<file path="src/rtl/lamp_radio_packet_builder_macros.svh">
// Assertion macros for the lamp radio packet builder.
// Used by the top level; expects clk and rst_n in scope.
`ifndef LAMP_RADIO_PACKET_BUILDER_MACROS_SVH
`define LAMP_RADIO_PACKET_BUILDER_MACROS_SVH

// same-cycle implication
`define LRPB_ASSERT_SAME(lbl, ante, cons, msg) \
    lbl: assert property (@(posedge clk) disable iff (!rst_n) (ante) |-> (cons)) \
        else $error(msg);

// next-cycle implication
`define LRPB_ASSERT_NEXT(lbl, ante, cons, msg) \
    lbl: assert property (@(posedge clk) disable iff (!rst_n) (ante) |=> (cons)) \
        else $error(msg);

`endif

</file>
<file path="src/rtl/lrpb_pkg.sv">
// Package for the lamp radio packet builder: frame layout, constants,
// LFSR helpers and the engine control struct. No dependencies.
`timescale 1ns / 1ps

package lrpb_pkg;

    localparam logic [15:0] CRC_SEED          = 16'hFFFF;
    localparam logic [15:0] CRC_POLY          = 16'h1021;
    localparam logic [6:0]  WHITEN_SEED       = 7'h53;
    localparam int          WHITEN_LEAD_BITS  = 104;

    localparam logic [7:0]  FIXED_A           = 8'h83;
    localparam logic [7:0]  FIXED_B           = 8'h42;

    // frame positions
    localparam logic [4:0]  POS_HDR_LAST      = 5'd5;
    localparam logic [4:0]  POS_MSG_FIRST     = 5'd6;
    localparam logic [4:0]  POS_BASE_LAST     = 5'd16;
    localparam logic [4:0]  POS_CMD           = 5'd17;
    localparam logic [4:0]  POS_ID_HI         = 5'd18;
    localparam logic [4:0]  POS_ID_LO         = 5'd19;
    localparam logic [4:0]  POS_ARG1          = 5'd20;
    localparam logic [4:0]  POS_ARG2          = 5'd21;
    localparam logic [4:0]  POS_FIX_A         = 5'd22;
    localparam logic [4:0]  POS_FIX_B         = 5'd23;
    localparam logic [4:0]  POS_CRC_FIRST     = 5'd17;
    localparam logic [4:0]  POS_CRC_LAST      = 5'd28;
    localparam logic [4:0]  POS_CRC_HI        = 5'd29;
    localparam logic [4:0]  POS_MSG_LAST      = 5'd30;
    localparam logic [4:0]  POS_TRAILER       = 5'd31;

    localparam logic [2:0]  BIT_LAST          = 3'd7;

    typedef struct packed {
        logic load;
        logic step;
        logic crc_en;
        logic crc_drain;
    } lrpb_eng_ctrl_t;

    // x^7 + x^4 + 1, bit 6 out
    function automatic logic [6:0] lfsr_advance(input logic [6:0] s);
        logic [6:0] n;
        n    = {s[5:0], s[6]};
        n[4] = n[4] ^ s[6];
        return n;
    endfunction

    function automatic logic [6:0] whiten_start();
        logic [6:0] s;
        s = WHITEN_SEED;
        for (int i = 0; i < WHITEN_LEAD_BITS; i++)
        begin
            s = lfsr_advance(s);
        end
        return s;
    endfunction

    localparam logic [6:0] WHITEN_START = whiten_start();

    function automatic logic [7:0] header_byte(input logic [2:0] idx);
        logic [7:0] b;
        case (idx)
            3'd0:    b = 8'h1F;
            3'd1:    b = 8'h02;
            3'd2:    b = 8'h01;
            3'd3:    b = 8'h01;
            3'd4:    b = 8'h1B;
            3'd5:    b = 8'h03;
            default: b = 8'h00;
        endcase
        return b;
    endfunction

    function automatic logic [7:0] msg_base_byte(input logic [3:0] idx);
        logic [7:0] b;
        case (idx)
            4'd0:    b = 8'h71;
            4'd1:    b = 8'h0F;
            4'd2:    b = 8'h55;
            4'd3:    b = 8'hAA;
            4'd4:    b = 8'h98;
            4'd5:    b = 8'h43;
            4'd6:    b = 8'hAF;
            4'd7:    b = 8'h0B;
            4'd8:    b = 8'h46;
            4'd9:    b = 8'h46;
            4'd10:   b = 8'h46;
            default: b = 8'h00;
        endcase
        return b;
    endfunction

endpackage

</file>
<file path="src/rtl/lrpb_bit_engine.sv">
// Bit-serial CRC-16 and whitening LFSR for the packet builder.
// Depends on lrpb_pkg.
`timescale 1ns / 1ps

module lrpb_bit_engine (
    input  logic                    clk,
    input  logic                    rst_n,
    input  lrpb_pkg::lrpb_eng_ctrl_t ctrl,
    input  logic                    data_bit,
    output logic                    white_bit,
    output logic                    crc_msb
);
    import lrpb_pkg::*;

    logic [15:0] crc_reg;
    logic [15:0] crc_next;
    logic [6:0]  lfsr_reg;
    logic [6:0]  lfsr_next;
    logic        crc_fb;

    assign white_bit = data_bit ^ lfsr_reg[6];
    assign crc_msb   = crc_reg[15];
    assign crc_fb    = crc_reg[15] ^ data_bit;

    always_comb
    begin
        crc_next  = crc_reg;
        lfsr_next = lfsr_reg;
        if (ctrl.load)
        begin
            crc_next  = CRC_SEED;
            lfsr_next = WHITEN_START;
        end
        else if (ctrl.step)
        begin
            lfsr_next = lfsr_advance(lfsr_reg);
            if (ctrl.crc_en)
            begin
                crc_next = {crc_reg[14:0], 1'b0} ^ (crc_fb ? CRC_POLY : 16'h0000);
            end
            else if (ctrl.crc_drain)
            begin
                crc_next = {crc_reg[14:0], 1'b0};
            end
        end
    end

    always_ff @(posedge clk or negedge rst_n)
    begin
        if (!rst_n)
        begin
            crc_reg  <= CRC_SEED;
            lfsr_reg <= WHITEN_SEED;
        end
        else
        begin
            crc_reg  <= crc_next;
            lfsr_reg <= lfsr_next;
        end
    end

endmodule

</file>
<file path="src/rtl/lamp_radio_packet_builder.sv">
// Lamp radio packet builder, top level.
// Depends on lrpb_pkg, lrpb_bit_engine and lamp_radio_packet_builder_macros.svh.
//
// Usage:
//  - Request channel: in_valid / in_stall with lamp_command, first_argument,
//    second_argument. A request is taken when in_valid is high and in_stall low.
//  - Output channel: out_valid / out_stall with frame_byte, byte_position,
//    last_byte. Each request yields 32 bytes in frame order; last_byte marks 31.
//  - Config channel: cfg_valid / cfg_ready with lamp_address; write only while idle.
//  - An accepted request moves the block to the plain state, from which the
//    first byte is loaded into the output register. Without backpressure,
//    6 header bytes go out at one per cycle, 25 message bytes pass bit by bit
//    through the bit-serial CRC/whitening engine, and 1 trailer byte follows.
//  - in_stall stays high from the accepted request until the trailer byte is
//    loaded into the output register.
//  - When out_stall is high the output register holds its byte and the bit
//    engine pauses before completing the next byte.
//  - Reset clears lamp_address to zero and returns the block to idle.
`timescale 1ns / 1ps
`include "lamp_radio_packet_builder_macros.svh"

module lamp_radio_packet_builder (
    input  logic       clk,
    input  logic       rst_n,
    input  logic       in_valid,
    output logic       in_stall,
    input  logic [7:0] lamp_command,
    input  logic [7:0] first_argument,
    input  logic [7:0] second_argument,
    output logic       out_valid,
    input  logic       out_stall,
    output logic [7:0] frame_byte,
    output logic [4:0] byte_position,
    output logic       last_byte,
    input  logic       cfg_valid,
    output logic       cfg_ready,
    input  logic [15:0] lamp_address
);
    import lrpb_pkg::*;

    typedef enum logic [1:0] {
        ST_IDLE,
        ST_PLAIN,
        ST_WHITEN
    } state_t;

    state_t      state_reg, state_next;
    logic [4:0]  pos_reg, pos_next;
    logic [2:0]  bit_cnt_reg, bit_cnt_next;
    logic [7:0]  white_sr_reg, white_sr_next;
    logic [7:0]  cmd_reg, cmd_next;
    logic [7:0]  arg1_reg, arg1_next;
    logic [7:0]  arg2_reg, arg2_next;
    logic [15:0] lamp_address_reg, lamp_address_next;
    logic        out_valid_reg, out_valid_next;
    logic [7:0]  frame_byte_reg, frame_byte_next;
    logic [4:0]  byte_position_reg, byte_position_next;
    logic        last_byte_reg, last_byte_next;

    lrpb_eng_ctrl_t eng_ctrl;
    logic           data_bit;
    logic           white_bit;
    logic           crc_msb;
    logic           out_load_ok;
    logic [7:0]     msg_byte;
    logic [7:0]     plain_byte;
    logic [7:0]     white_byte;
    logic [4:0]     base_idx;

    lrpb_bit_engine u_engine (
        .clk       (clk),
        .rst_n     (rst_n),
        .ctrl      (eng_ctrl),
        .data_bit  (data_bit),
        .white_bit (white_bit),
        .crc_msb   (crc_msb)
    );

    assign in_stall      = (state_reg != ST_IDLE);
    assign cfg_ready     = 1'b1;
    assign out_valid     = out_valid_reg;
    assign frame_byte    = frame_byte_reg;
    assign byte_position = byte_position_reg;
    assign last_byte     = last_byte_reg;

    assign out_load_ok = !out_valid_reg || !out_stall;
    assign base_idx    = pos_reg - POS_MSG_FIRST;
    assign plain_byte  = (pos_reg <= POS_HDR_LAST) ? header_byte(pos_reg[2:0]) : 8'h00;
    assign white_byte  = {white_bit, white_sr_reg[7:1]};

    always_comb
    begin
        case (pos_reg)
            POS_CMD:   msg_byte = cmd_reg;
            POS_ID_HI: msg_byte = lamp_address_reg[15:8];
            POS_ID_LO: msg_byte = lamp_address_reg[7:0];
            POS_ARG1:  msg_byte = arg1_reg;
            POS_ARG2:  msg_byte = arg2_reg;
            POS_FIX_A: msg_byte = FIXED_A;
            POS_FIX_B: msg_byte = FIXED_B;
            default:
            begin
                if (pos_reg >= POS_MSG_FIRST && pos_reg <= POS_BASE_LAST)
                    msg_byte = msg_base_byte(base_idx[3:0]);
                else
                    msg_byte = 8'h00;
            end
        endcase
    end

    // CRC bytes come straight out of the CRC register, MSB first
    assign data_bit = (pos_reg >= POS_CRC_HI) ? crc_msb : msg_byte[~bit_cnt_reg];

    always_comb
    begin
        state_next         = state_reg;
        pos_next           = pos_reg;
        bit_cnt_next       = bit_cnt_reg;
        white_sr_next      = white_sr_reg;
        cmd_next           = cmd_reg;
        arg1_next          = arg1_reg;
        arg2_next          = arg2_reg;
        lamp_address_next  = lamp_address_reg;
        out_valid_next     = out_valid_reg;
        frame_byte_next    = frame_byte_reg;
        byte_position_next = byte_position_reg;
        last_byte_next     = last_byte_reg;
        eng_ctrl           = '0;

        if (out_valid_reg && !out_stall)
            out_valid_next = 1'b0;

        if (cfg_valid && cfg_ready)
            lamp_address_next = lamp_address;

        case (state_reg)
            ST_IDLE:
            begin
                if (in_valid)
                begin
                    cmd_next      = lamp_command;
                    arg1_next     = first_argument;
                    arg2_next     = second_argument;
                    eng_ctrl.load = 1'b1;
                    pos_next      = '0;
                    state_next    = ST_PLAIN;
                end
            end
            ST_PLAIN:
            begin
                if (out_load_ok)
                begin
                    out_valid_next     = 1'b1;
                    frame_byte_next    = plain_byte;
                    byte_position_next = pos_reg;
                    last_byte_next     = (pos_reg == POS_TRAILER);
                    pos_next           = pos_reg + 5'd1;
                    if (pos_reg == POS_TRAILER)
                        state_next = ST_IDLE;
                    else if (pos_reg == POS_HDR_LAST)
                    begin
                        state_next   = ST_WHITEN;
                        bit_cnt_next = '0;
                    end
                end
            end
            ST_WHITEN:
            begin
                if (bit_cnt_reg != BIT_LAST || out_load_ok)
                begin
                    eng_ctrl.step      = 1'b1;
                    eng_ctrl.crc_en    = (pos_reg >= POS_CRC_FIRST) && (pos_reg <= POS_CRC_LAST);
                    eng_ctrl.crc_drain = (pos_reg >= POS_CRC_HI);
                    white_sr_next      = white_byte;
                    bit_cnt_next       = bit_cnt_reg + 3'd1;
                    if (bit_cnt_reg == BIT_LAST)
                    begin
                        out_valid_next     = 1'b1;
                        frame_byte_next    = white_byte;
                        byte_position_next = pos_reg;
                        last_byte_next     = 1'b0;
                        pos_next           = pos_reg + 5'd1;
                        if (pos_reg == POS_MSG_LAST)
                            state_next = ST_PLAIN;
                    end
                end
            end
            default:
            begin
                state_next = ST_IDLE;
            end
        endcase
    end

    always_ff @(posedge clk or negedge rst_n)
    begin
        if (!rst_n)
        begin
            state_reg         <= ST_IDLE;
            pos_reg           <= '0;
            bit_cnt_reg       <= '0;
            white_sr_reg      <= '0;
            cmd_reg           <= '0;
            arg1_reg          <= '0;
            arg2_reg          <= '0;
            lamp_address_reg  <= '0;
            out_valid_reg     <= 1'b0;
            frame_byte_reg    <= '0;
            byte_position_reg <= '0;
            last_byte_reg     <= 1'b0;
        end
        else
        begin
            state_reg         <= state_next;
            pos_reg           <= pos_next;
            bit_cnt_reg       <= bit_cnt_next;
            white_sr_reg      <= white_sr_next;
            cmd_reg           <= cmd_next;
            arg1_reg          <= arg1_next;
            arg2_reg          <= arg2_next;
            lamp_address_reg  <= lamp_address_next;
            out_valid_reg     <= out_valid_next;
            frame_byte_reg    <= frame_byte_next;
            byte_position_reg <= byte_position_next;
            last_byte_reg     <= last_byte_next;
        end
    end

    `LRPB_ASSERT_NEXT(a_busy_after_request, in_valid && !in_stall, in_stall,
                      "not busy after request")
    `LRPB_ASSERT_SAME(a_whiten_range, state_reg == ST_WHITEN,
                      pos_reg >= POS_MSG_FIRST && pos_reg <= POS_MSG_LAST, "whitening outside message")
    `LRPB_ASSERT_SAME(a_idle_holds_trailer, !in_stall && out_valid, last_byte, "idle with frame pending")
    `LRPB_ASSERT_SAME(a_last_at_end, out_valid && last_byte, byte_position == POS_TRAILER,
                      "last byte misplaced")

endmodule

</file>
<file path="config.mk">
export PLATFORM = sky130hd
export DESIGN_NAME = lamp_radio_packet_builder
export DESIGN_NICKNAME = d
export VERILOG_FILES = /design/src/rtl/lrpb_pkg.sv /design/src/rtl/lrpb_bit_engine.sv /design/src/rtl/lamp_radio_packet_builder.sv
export VERILOG_INCLUDE_DIRS = /design/src /design/src/rtl
export SDC_FILE = /design/constraint.sdc
export NUM_CORES = 1
export LEC_CHECK = 0
export BUFFER_PORTS_ARGS = -buffer_cell sky130_fd_sc_hd__buf_4
export CAP_MARGIN = 15
export CORE_ASPECT_RATIO = 0.9
export CORE_MARGIN = 2
export CORE_UTILIZATION = 38
export DETAILED_ROUTE_END_ITERATION = 12
export PLACE_DENSITY = 0.59
export RECOVER_POWER = 100
export SLEW_MARGIN = 20
export SYNTH_ARGS = -nofsm -noshare
export SYNTH_HDL_FRONTEND = slang
export SYNTH_HIERARCHICAL = 1
export SYNTH_SLANG_ARGS = --single-unit
</file>
<file path="constraint.sdc">
create_clock -name clk -period 4.38 [get_ports clk]
set_clock_uncertainty 0.05 [all_clocks]
set_input_delay 0.657 -clock clk [delete_from_list [all_inputs] [get_ports clk]]
set_output_delay 0.657 -clock clk [all_outputs]
set_load 0.02 [all_outputs]
</file>
==> out/metrics.yaml, run 1 <==
status: "complete, but fails checks"
violations: "capacitance limit, slew limit"
yosysUniqueCellTypes: 60
fin_tns_setup_ps: 0
timing.slew.headroom_pct: -21.5
gp_congestion: 0.927
drive_gt1_share_pct: 24.2
postCtsSetupBuffers: 0
clk_pin_slew_ps: 70
drc: 0
syn-num-nets: 535
first_global_vias: 3670
dr.pass1.iters: 4
slew_violations: 100
row_count: 39
hpwl_um: 7870
r2r_start: "pos_reg[1]"
nFillCells: 1228
ys_seq_elements: 95
worstSetupStartpoint: "pos_reg[1]"
rsz0062_at_grt: "false"
ir_drop_mv: 0.278
avgViaCountPerCell: 5.32
crit_type: "flip-flop to flip-flop"
ys_warn_count: 6
wl_per_cell_um: 16.4
die_y_um: 112
numPlacedInstances: 672
required_ps: 4600
ant_nets: 0
period_share_pct: 84.2
tritoncts: "yes"
drt_wl_total_um: 11300
multi_input_area_um2: 2290
async_flop_share_pct: 100
path_max_fanout: 12
end_kind: "flip-flop"
seqCellArea_um2: 2400
gr-total-overflow: 0
diodes: 0
cts-root-buf: "clkbuf_16"
insertion_delay_ps: 350
tritoncts_num_sinks: 95
ys_seq_area_share_pct: 49.2
synth_flop_cell: "dfrtp_1"
ctsResizeCount: 0
clk_path_buf_depth: 2
grt_max_degree: 75
io_buffers: 60
vias: 3660
stdcell_count: 688
antenna_found_initial: 0
area_growth_syn_to_layout_pct: 16.1
worst_pin_slew_ps: 1820
post-route-min-period_ps: 3690
final_cell_mix: "nand2_1, dfrtp_1, mux2_2, buf_4, nand3_1"
syn-instance-count: 472
htree_levels: 3
holdCritPathClass: "flip-flop to flip-flop"
hold_violations: 0
drt_iter0_markers: 224
syn_area_um2: 4880
worstHoldStart: "last_byte"
start_util_pct: 38.6
syn_area_per_cell_um2: 10.3
holdWs_ps: 430
fmax_mhz: 271
cts-buffers-inserted: 9
layout_commonest_cell: "nand2_1"
critPathArrivalTime_ps: 3910
synth_enable_flop_cells: 0
dieArea_um2: 13800
die_w_um: 123
cts_hold_buf: 0
cellLeakagePower_nw: 2.52
setup_viol: 0
critPathLaunchType: "flip-flop"
cap_violations: 2
grt_pass1_wl_um: 18900
p_per_area_nw_per_um2: 704
core_um2: 12600
finalPower_w: 0.00399
fin_util_pct: 44.8
grt_use_total_pct: 17.5
io_pins: 62
nets: 582
-- logic make-up (layout without fill, tap and decap cells) --
kind of cell | Yosys count | count (layout) | synth area share (%)
simple gates | 155 | 155 | 14.3
compound gates | 102 | 102 | 15.2
flops | 95 | 95 | 49.2
mux | 53 | 53 | 12.0
buf+inv | 44 | 96 | 3.90
fa+ha+maj | 18 | 18 | 4.61
xor+xnor | 4 | 4 | 0.718
other cells | 1 | 1 | 0.0768
-- area by class of cell --
class / count / area share (%)
inverter: 15 / 0.994
clock buffer: 9 / 3.97
tap: 164 / 3.62
multi-input combinational: 333 / 40.4
clock inverter: 7 / 1.44
timing repair buffer: 65 / 7.18
sequential: 95 / 42.4
-- final timing paths --
check | slack (ps) | to | cells after the start
setup / recovery | 690 | u_engine/crc_reg[5] | 12
hold / removal | 430 | last_byte | 2
setup reg to reg | 690 | u_engine/crc_reg[5] | 12
hold reg to reg | 430 | last_byte | 2
max in group asynchronous | 1630 | frame_byte[3] | 2
min in group asynchronous | 740 | lamp_address_reg[10] | 1
-- worst max-delay path: stages (launching register included) --
cell,delay (ps)
dfrtp_1,460
inv_1,200
ha_1,410
clkbuf_1,340
a221o_1,470
and3_1,210
nand2_1,100
and3_1,160
o221ai_1,110
a32o_1,320
xor2_1,220
a2111o_1,420
o311a_1,120
-- per-stage QoR --
step / setup WS (ps) / cell area [µm²]
global route: 437 / 5670
floorplan: 1300 / 4880
CTS: 741 / 5750
global placement: 885 / 5440
detailed placement: 755 / 5440
finish: 692 / 5670
-- per-layer routing --
layer	share of wire (%)	wire length, µm	up-vias	track usage [%]
li1	-	-	1781	-
met1	49	5540	1774	26.0
met2	44	5010	93	25.3
met3	5.3	597	12	3.79
met4	1.3	152	0	5.53
met5	0	0	-	0
-- synth_stat cells (8+ instances only) --
| cell type | n | area [µm²] |
|---|---|---|
| nand2_1 | 80 | 300 |
| dfrtp_1 | 75 | 1880 |
| mux2_2 | 43 | 484 |
| nand3_1 | 24 | 120 |
| a21oi_1 | 22 | 110 |
| dfstp_2 | 20 | 526 |
| nor2_1 | 20 | 75.1 |
| ha_1 | 18 | 225 |
| clkbuf_1 | 16 | 60.1 |
| inv_1 | 13 | 48.8 |
| o21ai_0 | 13 | 65.1 |
| mux2i_1 | 10 | 100 |
| buf_2 | 8 | 40.0 |
-- power breakdown --
part	internal [W]	switching (W)
Clock	0.000451	0.000357
Combinational	0.000672	0.000956
Sequential	0.00127	0.000281
No activity file was read; power rests on OpenSTA's default activity.
==> run 2, diff against run 1 <==
- PLACE_DENSITY: 0.59 -> 0.61
- clock period: 4.38 -> 3.32 ns (I/O delays scaled with it)
==> run 2 against run 1 <==
  * Largest power group unchanged
  * Largest cell class unchanged
  * Critical path type unchanged
  * Critical endpoint unchanged
  * The run still ends with capacitance limit, slew limit left
  * Combinational power increased by 44%
  * Routed wire length increased by 0.82%
  * Global-route usage increased by 0.36 points
==> out/metrics.yaml, run 2 (synthesis results as in run 1) <==
io_pins: 62  # unchanged
start_util_pct: 38.6  # unchanged
ir_drop_mv: 0.342  # +23%
required_ps: 3530  # -1070 ps
drive_gt1_share_pct: 26.7  # +2.4 points
insertion_delay_ps: 330  # -20 ps
cts-buffers-inserted: 9  # unchanged
diodes: 0  # unchanged
cts-root-buf: "clkbuf_16"
row_count: 39  # unchanged
drc: 0  # unchanged
stdcell_count: 704  # +2.3%
htree_levels: 3  # unchanged
die_y_um: 112  # unchanged
crit_type: "flip-flop to flip-flop"
drt_wl_total_um: 11400  # +0.82%
first_global_vias: 3765  # +2.6%
period_share_pct: 95.5  # +11 points
holdCritPathClass: "input port to flip-flop"
finalPower_w: 0.00536  # +34%
postCtsSetupBuffers: 0  # unchanged
end_kind: "flip-flop"
hpwl_um: 8240  # +4.7%
wl_per_cell_um: 16.2  # -1.5%
area_growth_syn_to_layout_pct: 18.4
grt_pass1_wl_um: 19500  # +3.1%
vias: 3706  # +1.3%
clk_pin_slew_ps: 60  # about the same
core_um2: 12600  # unchanged
critPathLaunchType: "flip-flop"
avgViaCountPerCell: 5.26  # -1.0%
dieArea_um2: 13800  # unchanged
setup_viol: 0  # unchanged
layout_commonest_cell: "nand2_1"
hold_violations: 0  # unchanged
clk_path_buf_depth: 2  # unchanged
grt_max_degree: 81  # +8.0%
gr-total-overflow: 0  # unchanged
tritoncts: "yes"
slew_violations: 81  # -19%
timing.slew.headroom_pct: -32.0  # -11 points
gp_congestion: 0.845  # -8.9%
numPlacedInstances: 689  # +2.5%
rsz0062_at_grt: "false"
tritoncts_num_sinks: 95  # unchanged
grt_use_total_pct: 17.9  # +0.36 points
ant_nets: 0  # unchanged
path_max_fanout: 11  # -1
final_cell_mix: "nand2_1, dfrtp_1, buf_4, mux2_2, nand3_1"
fmax_mhz: 316  # +16%
cap_violations: 1  # -1
post-route-min-period_ps: 3170  # -518 ps
drt_iter0_markers: 217  # -3.1%
critPathArrivalTime_ps: 3380  # -530 ps
fin_tns_setup_ps: 0  # unchanged
worst_pin_slew_ps: 1980  # +158 ps
cellLeakagePower_nw: 2.59  # +2.9%
io_buffers: 60  # unchanged
dr.pass1.iters: 5  # +1
die_w_um: 123  # unchanged
p_per_area_nw_per_um2: 927  # +32%
status: "complete, but fails checks"
nets: 599  # +2.9%
antenna_found_initial: 0  # unchanged
violations: "capacitance limit, slew limit"
run 2: what timing repair did:
action / in CTS / in global routing
gates resized for setup: 0 / 3
setup endpoints to repair: 0 / 2
hold buffers: 0 / 0
run 2: worst paths after layout:
path,startpoint,end,slack (ps),cells past startpoint
setup / recovery,pos_reg[0],u_engine/crc_reg[5],150,11
hold / removal,lamp_address[0],lamp_address_reg[0],340,2
setup reg to reg,pos_reg[0],u_engine/crc_reg[5],150,11
hold reg to reg,frame_byte[0],frame_byte[0],430,2
max in group asynchronous,rst_n,u_engine/crc_reg[15],1110,2
min in group asynchronous,rst_n,lamp_address_reg[2],630,1
run 2: layout make-up:
class / instances / area, µm²
Clock buffer: 12 / 246
Inverter: 15 / 56.3
Sequential cell: 95 / 2400
Tap cell: 164 / 205
Multi-Input combinational cell: 333 / 2290
Timing Repair Buffer: 82 / 536
Clock inverter: 3 / 43.8
Fill cell: 1197 / 6860
run 2: per-layer routing:
layer / GRT usage [%] / vias up / part of all wire (%)
met3: 3.74 / 9 / 3.8
met1: 26.0 / 1815 / 49
met5: 0 / - / 0
met4: 4.77 / 0 / 1.1
met2: 26.9 / 73 / 46
li1: - / 1809 / -
run 2: critical path, stage by stage, from the launching register on:
cell and delay, ps:
dfrtp_1 400, buf_4 180, ha_2 250, buf_4 190, a222oi_1 450, a211o_1 220
o2111ai_1 120, and4_1 230, a32o_1 240, xor2_1 210, a2111o_1 430, o311a_1 130
run 2: power by group:
part           internal (W)  switching, W
Combinational      0.000991       0.00136
Clock              0.000601      0.000413
Sequential          0.00168      0.000310
Total               0.00327       0.00209
run 2: per-stage QoR:
step                area [µm²]  utilization, %  hold slack [ps]  setup slack, ps
finish                    5780            45.7              341              151
global route              5780            45.7              327             7.63
CTS                       5860            46.4              330             94.9
detailed placement        5570            44.1              418              121
global placement          5570            44.1              415              198
floorplan                 4880               -              152              239
